`config.mk`:
```
export PLATFORM = sky130hd
export DESIGN_NAME = sdf_window
export DESIGN_NICKNAME = d
export VERILOG_FILES = /design/src/design/sdf_pkg.sv /design/src/design/sdf_window.sv
export SDC_FILE = /design/constraint.sdc
export NUM_CORES = 1
export LEC_CHECK = 0
export BUFFER_PORTS_ARGS = -buffer_cell sky130_fd_sc_hd__buf_2
export CAP_MARGIN = 20
export CORE_AREA = 4 4 41 43
export CTS_BUF_LIST = sky130_fd_sc_hd__clkbuf_2
export DETAILED_ROUTE_END_ITERATION = 16
export DIE_AREA = 0 0 45 47
export SLEW_MARGIN = 20
export SYNTH_ARGS = -nofsm -noshare
export SYNTH_HDL_FRONTEND = slang
export SYNTH_SLANG_ARGS = --single-unit
```
`constraint.sdc`:
```
create_clock -name aclk -period 0.8 [get_ports aclk]
set_input_delay 0.08 -clock aclk [delete_from_list [all_inputs] [get_ports aclk]]
set_output_delay 0.08 -clock aclk [all_outputs]
set_load 0.05 [all_outputs]
```
`src/design/sdf_pkg.sv`:
```
// Shared constants and types of the sequence duplicate filter.
package sdf_pkg;

    // Sequence number space
    localparam int SEQ_WIDTH = 16;

    // Seen-map block layout: four blocks of 16384 sequences each
    localparam int BLOCK_COUNT = 4;
    localparam int BLOCK_IDX_W = 2;
    localparam int BLOCK_SIZE  = 16384;

    // Default width of one seen-map word (power of two, 8 to 64)
    localparam int WORD_WIDTH_DEF = 32;

    // Window indices after reset
    localparam logic [BLOCK_IDX_W-1:0] OLDEST_RESET = 2'd0;
    localparam logic [BLOCK_IDX_W-1:0] NEWEST_RESET = 2'd1;

    // Distance from the newest block to the block just behind the oldest
    localparam logic [BLOCK_IDX_W-1:0] BEHIND_OFFSET = 2'd2;

    // Window status handed from the window tracker to the controller
    typedef struct packed {
        logic                   need_advance;
        logic [BLOCK_IDX_W-1:0] oldest;
    } win_stat_t;

endpackage

```
`src/design/sdf_window.sv`:
```
// Window tracker: oldest and newest block indices and the advance decision.
module sdf_window
    import sdf_pkg::*;
(
    input  logic                   aclk,
    input  logic                   aresetn,
    input  logic [BLOCK_IDX_W-1:0] seq_block,
    input  logic                   step,
    output win_stat_t              stat
);

    logic [BLOCK_IDX_W-1:0] oldest_reg;
    logic [BLOCK_IDX_W-1:0] oldest_next;
    logic [BLOCK_IDX_W-1:0] newest_reg;
    logic [BLOCK_IDX_W-1:0] newest_next;
    logic [BLOCK_IDX_W-1:0] behind;

    // Block just behind the oldest; index math wraps modulo the block count
    assign behind = newest_reg + BEHIND_OFFSET;

    assign stat.need_advance = (seq_block != oldest_reg) && (seq_block != newest_reg)
                               && (seq_block != behind);
    assign stat.oldest       = oldest_reg;

    // Advance both indices by one block
    always_comb begin
        oldest_next = oldest_reg;
        newest_next = newest_reg;
        if (step) begin
            oldest_next = newest_reg;
            newest_next = newest_reg + BLOCK_IDX_W'(1);
        end
    end

    always_ff @(posedge aclk) begin
        if (!aresetn) begin
            oldest_reg <= OLDEST_RESET;
            newest_reg <= NEWEST_RESET;
        end else begin
            oldest_reg <= oldest_next;
            newest_reg <= newest_next;
        end
    end

endmodule
```
Word-level counts from Yosys, hierarchy flattened
Cells that the tools add are included.
{"block": "word_totals", "word_cells": 9, "ramBits": 0, "reg_bits": 4, "output_inout_bits": 3, "romBits": 0, "memories": 0, "latchBits": 0}
{"block": "op_classes", "n_bitwise": 0, "n_lt_le_gt_ge": 0, "add_sub_neg": 2, "n_eq_ne": 3, "n_div": 0, "mux": 0, "reduce_logical": 2, "n_mul": 0, "shift": 0}
{"operator": "2-bit != test", "n": 3}
{"operator": "2-bit by 1-bit adder with 2-bit output, second input constant", "n": 1}
{"operator": "2-bit adder, second input constant", "n": 1}
{"operator": "1-bit logical AND", "n": 2}

Depth between registers and ports, before layout
{"block": "depth", "ltp_word": 3, "depth_mapped": 3}

Least setup slack after synthesis
No wires, ideal clock.
{"block": "synth_timing", "path_kind": "reg2out", "from": "register oldest_reg[0]", "to": "output stat[2] in the netlist's numbering", "arrival_time_ns": 1.573, "required_time_ns": 0.720, "path_stages_with_launch": 3, "setup_slack_ns": -0.853, "path_cell_list": "dfxtp_1 > xor2_1 > a21oi_1"}
{"element": "from (decl)", "line_no": "sdf_window.sv:12", "rtl": "logic [BLOCK_IDX_W-1:0] oldest_reg;"}
{"element": "from (signal assigned)", "line_no": "sdf_window.sv:40", "rtl": "oldest_reg <= oldest_next;"}
{"element": "to (decl)", "line_no": "sdf_window.sv:9", "rtl": "output win_stat_t stat"}

==> flow_summary_export.csv <==
group,metric,value,unit
place,dpl_worst_slack,-0.189,ns
die,io_pins,8,
yosys,synth_nets,23,
global_routing,grt_start_max_net_pins,6,
outcome,violations,"setup timing",
die,die_h,47,um
yosys,synth_area,191,um2
timing,max_slew_margin,83.2,%
finish,postLayoutCellArea,352,um2
clocking,clockBufferDepth,2,
yosys,ys_warn_count,0,
timing,finalSetupViolCount,5,
place,place_area,275,um2
finish,multiInputGateArea,126,um2
outcome,status,"complete, but fails checks",
timing,rsz0062_at_grt,"true",
timing,fin_ws,-0.295,ns
clocking,cts_sinks,4,
clocking,clkTransAtPathRegs,0.04,ns
timing,max_freq,0.913,GHz
route,ant_nets,0,
place,dp.cells,42,
timing,slew_viol_final,0,
global_routing,first_global_vias,176,
clocking,cts_tree,"built",
setup_path,cp_max_fo,2,
finish,register_area,88.8,um2
run,maxCapViolCount,0,
clocking,cts_root_buffer,"clkbuf_2",
setup_path,crit_arrival,1.01,ns
route,drc_errors,0,
global_routing,antenna_found_initial,0,
die,initial_core_util,14.7,%
yosys,yosys_register_bits,4,
clocking,ctsHoldBuffers,0,
finish,drive_above_1_share,64.5,%
die,die-area,0.00212,mm2
pwr,total_leakage_power,0.153,nW
pwr,power.density,1860,mW/mm2
route,routed_via_density,3.67,
timing,hold_ws,0.0795,ns
route,first_pass_iters,1,
die,rows,13,
timing,finalHoldViolCount,0,
timing,period_needed,1.09,ns
route,routed_wl,427,um
yosys,yosysSeqAreaShare,41.8,%
route,drt_iter0_drc,0,
setup_path,crit_type,"reg2out",
finish,syn_to_final_growth,83.7,%
pwr,p_total,654,uW
yosys,synth.distinct_cells,11,
finish,antennaDiodeCount,0,
place,gp_congestion,0.601,
pwr,ir_worst_vdd,0.000441,V
timing,worst_slew_pin_slew,0.251,ns
route,avgRoutedWirePerCell,9.28,um
finish,fin_cells,46,
clocking,cts_max_level,1,
global_routing,grt_overflow,0,
clocking,cts-buffers-inserted,3,
setup_path,crit_path_start_kind,"flip-flop",
yosys,syn_avg_cell_area,10.6,um2
route,num_vias,169,
finish,nNetsFinal,38,
die,die_x,45,um
finish,fillers,156,
die,core_area,0.00130,mm2
global_routing,track_usage,5.52,%
setup_path,endpoint_kind,"output pin",
yosys,netlist_instances,18,
setup_path,critPathRequiredTime,0.72,ns
place,portBuffers,7,
timing,finalCritPeriodShare,137,%
global_routing,grt_first_pass_wirelength,717,um
worst_hold_path,hold_path.class,"in2reg",
timing,finClkSkew,0.00364,ns
clocking,clkLatencyLatePin,0.20,ns
## cell usage after synthesis
cell type	instances	area, um2
nor2b_1	2	12.5
and3b_1	1	8.76
xor2_1	1	8.76
buf_6	1	11.3
o21a_1	1	7.51
a21oi_1	1	5.00
nand2_1	1	3.75
mux2i_1	2	20.0
dfxtp_1	4	80.1
a21boi_1	1	7.51
xnor2_1	3	26.3
## routing by layer
layer  vias to the layer above  share of wire [%]  track usage [%]
met2                         8                 43             7.06
met1                        74                 46             5.44
met4                         0                  0             7.02
met5                         -                  0                0
met3                         0                 10             3.45
li1                         87                  -                -
## timing repair
item / 4_1_cts / 5_1_grt
resized for setup: 11 / 3
setup endpoints to repair: 5 / 6
setup buffers: 0 / 1
## report_power, final
| group | total [mW] | internal, mW | switching, mW | leakage (nW) |
|---|---|---|---|---|
| combinational | 0.238 | 0.119 | 0.118 | 0.106 |
| clock | 0.179 | 0.101 | 0.0780 | 0.0125 |
| sequential | 0.237 | 0.218 | 0.0193 | 0.0342 |
## per-stage QoR
stage	utilization [%]	TNS, ns
floorplan	-	-0.234
global route	27.0	-0.853
CTS	25.6	-0.654
global placement	21.2	-0.302
detailed placement	21.2	-0.311
finish	27.0	-0.604
## final timing paths
kind | depth (start not counted) | endpoint | start | slack [ns]
max | 3 | stat[2] | oldest_reg[1] | -0.29
min | 2 | newest_reg[0] | aresetn | 0.08
max reg2reg | 3 | newest_reg[1] | newest_reg[0] | -0.11
min reg2reg | 2 | oldest_reg[1] | newest_reg[1] | 0.53
## cell type report
cell class,instances,share of cell area [%]
multi-input combinational,13,35.9
timing repair buffer,11,29.2
sequential,4,25.3
tap,15,5.34
clock buffer,3,4.27
## cell usage in the layout, fill, tap and decap left out
| cell type | n |
|---|---|
| dfxtp_4 | 2 |
| buf_8 | 2 |
| xor2_2 | 1 |
| dfxtp_1 | 1 |
| buf_4 | 1 |
| and3b_1 | 1 |
| buf_2 | 4 |
| xnor2_1 | 2 |
| xnor2_2 | 1 |
| a21boi_1 | 1 |
| o21a_1 | 1 |
| buf_6 | 4 |
| nor2b_1 | 2 |
| clkbuf_2 | 3 |
| nand2_1 | 1 |
| a21oi_4 | 1 |
| dfxtp_2 | 1 |
| mux2i_1 | 2 |
## cells by family (layout without fill, tap and decap cells)
kind of cell	after synthesis	count (layout)	synth area share (%)
compound gates	3	3	10.5
buf+inv	1	14	5.88
simple gates	4	4	13.1
xor+xnor	4	4	18.3
flops	4	4	41.8
mux	2	2	10.5
## worst max-delay path, stage by stage (launching register included)
cell     delay, ns
dfxtp_4       0.35
xnor2_2       0.15
a21oi_4       0.15
buf_6         0.17
No activity file was read; power rests on OpenSTA's default activity.
